$ cat config.mk
export PLATFORM = sky130hd
export DESIGN_NAME = pbkdf2_ram
export DESIGN_NICKNAME = d
export VERILOG_FILES = /design/src/rtl/pbkdf2_ram.sv
export SDC_FILE = /design/constraint.sdc
export NUM_CORES = 1
export LEC_CHECK = 0
export ABC_AREA = 1
export BUFFER_PORTS_ARGS = -buffer_cell sky130_fd_sc_hd__buf_2
export CAP_MARGIN = 20
export CORE_MARGIN = 5
export CORE_UTILIZATION = 57
export DETAILED_ROUTE_END_ITERATION = 7
export PLACE_DENSITY_LB_ADDON = 0.15
export SETUP_SLACK_MARGIN = 0.15
export SLEW_MARGIN = 20
export SYNTH_ARGS = -nofsm -noshare
export SYNTH_HDL_FRONTEND = slang
export SYNTH_SLANG_ARGS = --single-unit
$ cat constraint.sdc
create_clock -name clk -period 1.9 [get_ports clk]
set_clock_uncertainty 0.2 [all_clocks]
set_input_delay 0.285 -clock clk [delete_from_list [all_inputs] [get_ports clk]]
set_output_delay 0.285 -clock clk [all_outputs]
set_load 0.02 [all_outputs]
$ cat src/rtl/pbkdf2_ram.sv
// Generic single-write, single-read RAM with registered read data.
module pbkdf2_ram #(
    parameter int WIDTH = 8,
    parameter int DEPTH = 128
) (
    input  logic                                   clk,
    input  logic                                   wr_en,
    input  logic [(DEPTH > 1 ? $clog2(DEPTH) : 1)-1:0] wr_addr,
    input  logic [WIDTH-1:0]                       wr_data,
    input  logic [(DEPTH > 1 ? $clog2(DEPTH) : 1)-1:0] rd_addr,
    output logic [WIDTH-1:0]                       rd_data
);

    logic [WIDTH-1:0] mem [DEPTH];

    always_ff @(posedge clk)
    begin
        if (wr_en)
        begin
            mem[wr_addr] <= wr_data;
        end
        rd_data <= mem[rd_addr];
    end

endmodule

# After elaboration in Yosys (flattened, before gate mapping)
# Memory sizes are Yosys's and may differ from the RTL's. A register that Yosys moved wholly into a read port is not among the register bits.
# Cells that the tools add are included.
[word_totals]
regBits = 0
latch_bits = 0
mem_bits_rw = 1024
rom_bits = 0
in_bits = 24
out_inout_bits = 8
elab_cells = 3
n_memories = 1
[classes]
addsub = 0
multipliers = 0
n_div = 0
n_lt_le_gt_ge = 0
eq_ne = 0
n_shift = 0
n_mux = 2
bitwise_logic = 0
n_reduce_logical = 0
[memory_table]
columns = ["memory", "depth", "word_bits", "rd", "rd_clocked_by_memory_dff", "write_ports", "line", "source"]
rows = [
  ["mem", 128, 8, 1, 1, 1, "14", "logic [WIDTH-1:0] mem [DEPTH];"],
]
[ops]
columns = ["operator", "count"]
rows = [
  ["two-way mux 1 bit", 2],
]

# Depth between registers and ports, before layout
[depth]
depth_word = 2
ltp_mapped = 14

# Worst setup path after synthesis
# Ideal clock, no wire load.
[synth_timing]
kind = "in2reg"
start = "input port wr_en"
end = "memory mem[105][0], enable pin"
setup_ps = 370
arrival_time_ps = 1271
required_time_ps = 1330
path_slack_ps = 59
cell_stages = 4
cell_sequence = "clkbuf_1 nand2_1 clkbuf_1 nor2_1"
[synth_via]
elab_chain_len = 2
[synth_rtl]
columns = ["item", "line", "source"]
rows = [
  ["start, declared", "7", "input logic wr_en,"],
  ["two-way mux 1 bit", "18", "if (wr_en)"],
  ["two-way mux 1 bit (not written as such)", "20", "mem[wr_addr] <= wr_data;"],
  ["end, declared", "14", ""],
]
# Every way passes these cells.

# Worst setup path in the final report
[layout_timing]
start = "register rd_data[5] (read register of mem)"
end = "output port rd_data[5]"
[layout_rtl]
columns = ["item", "line", "source"]
rows = [
  ["start, declared", "11", "output logic [WIDTH-1:0] rd_data"],
]
# No word-level cell between the ends.

==> impl_metrics.toml <==
[run_status]
status = "finished clean"

[cts]
clk_latency_ns = 0.66
clock-sinks = 1032
cts_setup_buffers = 0
cts_buffer_depth = 3
cts_tree = "yes"
numCtsBuffers = 103
path_clk_slew_ns = 0.06
ctsRootBufferMaster = "clkbuf_16"
cts-htree-levels = 3

[route]
drc_errors = 0
drt_iter0_drc = 3342
postRouteAntennaNets = 0
dr.pass1.iters = 6
drt-wirelength-per-cell_um = 22.8
vias_per_cell = 5.91
vias = 28800
wl_mm = 111

[sta]
min_period_over_period = 0.909
final-setup-viol-count = 0
setup_tns_ns = 0
fin_ws_ns = 0.173
slew_headroom = 0.610
worstMarginPinSlew_ns = 0.585
fmax_mhz = 579
hold_viol = 0
timing.hold.ws_ns = 0.113
min_period_ns = 1.73
grt_setup_unrepaired = "true"
slew_violations = 0

[placement]
postPlaceCellArea_mm2 = 0.0459
place_ws_ns = -0.336
port_buffers = 31
hpwl_mm = 69.6
gp_congestion = 0.949

[grt]
grt-ovfl-total = 0
grt_max_degree = 79
antenna_found_initial = 3
grt_pass1_vias = 27900
grt_usage = 0.278
grt_pass1_wl_mm = 168

[floorplan]
rows = 99
dieArea_mm2 = 0.0794
io-pin-count = 32
die_h_um = 282
die-width_um = 282
core_area_mm2 = 0.0731
initial_core_util = 0.576

[critical_path]
cp_top_family = "flip-flops"
cp_data_arrival_time_ns = 1.24
start_kind = "flop"
cp_cell_sequence = "buf_4"
r2r_slack_ns = 0.19
r2r_start = "mem[67][1]"
critPathMaxStageDelay_ns = 0.40
critical_path_class = "reg -> out"
crit_fanout = 1
worst-path-buf-inv = 1
crit_slowest_cell = "dfxtp_2"
required_ns = 1.41
r2r.worst_path.cells = 10
worstSetupStartpoint = "rd_data[5]"
critPathCaptureType = "output port"
worstReg2RegEnd = "rd_data[1]"

[power]
peakVddDrop_v = 0.000953
power_density_mw_per_mm2 = 991
p_leak_nw = 18.2

[layout]
finish.utilization = 0.676
nFillCells = 5309
final_nets = 3855
final_common_cell = "nand2_1"
drive_above_1_share = 0.141
area_growth_pct = 17.3
fin_area_mm2 = 0.0494
layout_common_cells = "nand2_1 (1208), edfxtp_1 (1024), nand3_1 (926), buf_4 (267), nor2_1 (126)"

[synthesis]
synth_nets = 3599
syn_inst = 3575
ys_types = 14
synth-seq-cells = 1032
ys_warn_count = 0
synthTopCellsByArea = "edfxtp_1 (73%), nand3_1 (11%), nand2_1 (11%), buf_2 (1.4%), nor2_1 (1.2%)"
yosysTopAreaCell = "edfxtp_1"
synth.cell_area_mm2 = 0.0421
ys_seq_area_frac = 0.734
syn_avg_cell_area_um2 = 11.8
yosys.area.top_type_share = 0.730

[worst_hold_path]
min_from = "rd_addr[5]"
hold_end = "rd_data[3]"
worstHoldPathCells = 6
hold_path.class = "in -> reg"

[flow_run]
cap_violations = 0
-- synth_stat cells --
cell      count
buf_4        40
edfxtp_1   1024
clkbuf_1     34
nor3_1        8
buf_6        22
buf_1        14
inv_8         1
buf_2       121
nand2_1    1215
nor2_1      134
inv_1        21
dfxtp_1       8
inv_2         2
nand3_1     931
-- per-layer routing --
layer	wire length, µm	vias up	track usage
met4	3530	2	0.0895
met1	45000	14000	0.401
li1	-	13100	-
met3	10900	217	0.0557
met2	51600	1462	0.436
met5	20	-	0
-- registers in the layout (all words and copies together), names as in the netlist --
signal and flops:
rd_data 8, mem 1024
-- cells by family after synthesis --
family                 Yosys count  synth area share
DFF                           1032             0.734
buffers and inverters          255            0.0340
and+or+nand+nor               2288             0.232
-- repair_timing --
item	4_1_cts	5_1_grt
gates resized for setup	10	19
setup endpoints to repair	8	12
hold buffers	10	0
pin swaps	0	1
hold endpoints to repair	229	0
-- area by class of cell --
class / count / area [µm²] / share of cell area
inverter: 24 / 116 / 0.00236
tap: 959 / 1200 / 0.0243
antenna: 2 / 5.00 / 0.000101
clock buffer: 120 / 2660 / 0.0539
sequential: 1032 / 30900 / 0.626
multi-input combinational: 2288 / 9830 / 0.199
timing repair buffer: 382 / 3960 / 0.0801
clock inverter: 70 / 704 / 0.0143
-- worst max path at each step --
stage	to	cells past startpoint
3_3_place_gp	rd_data[4]	14
3_5_place_dp	rd_data[4]	14
6_report	rd_data[5]	1
2_1_floorplan	mem[105][0]	4
4_1_cts	rd_data[0]	1
5_1_grt	rd_data[4]	10
-- report_power, final --
group          internal, mW  total, mW  switching, mW
Combinational          1.07       3.40           2.33
Sequential             25.1       25.2         0.0712
Clock                  11.9       20.4           8.47
-- through the flow --
stage	total power [mW]	std cells
after floorplan	27.3	3575
after global placement	28.9	4675
after detailed placement	29.0	4675
after CTS	49.1	4875
after global routing	50.4	4877
final	49.0	4877
Power figures use the tool's default switching activity.
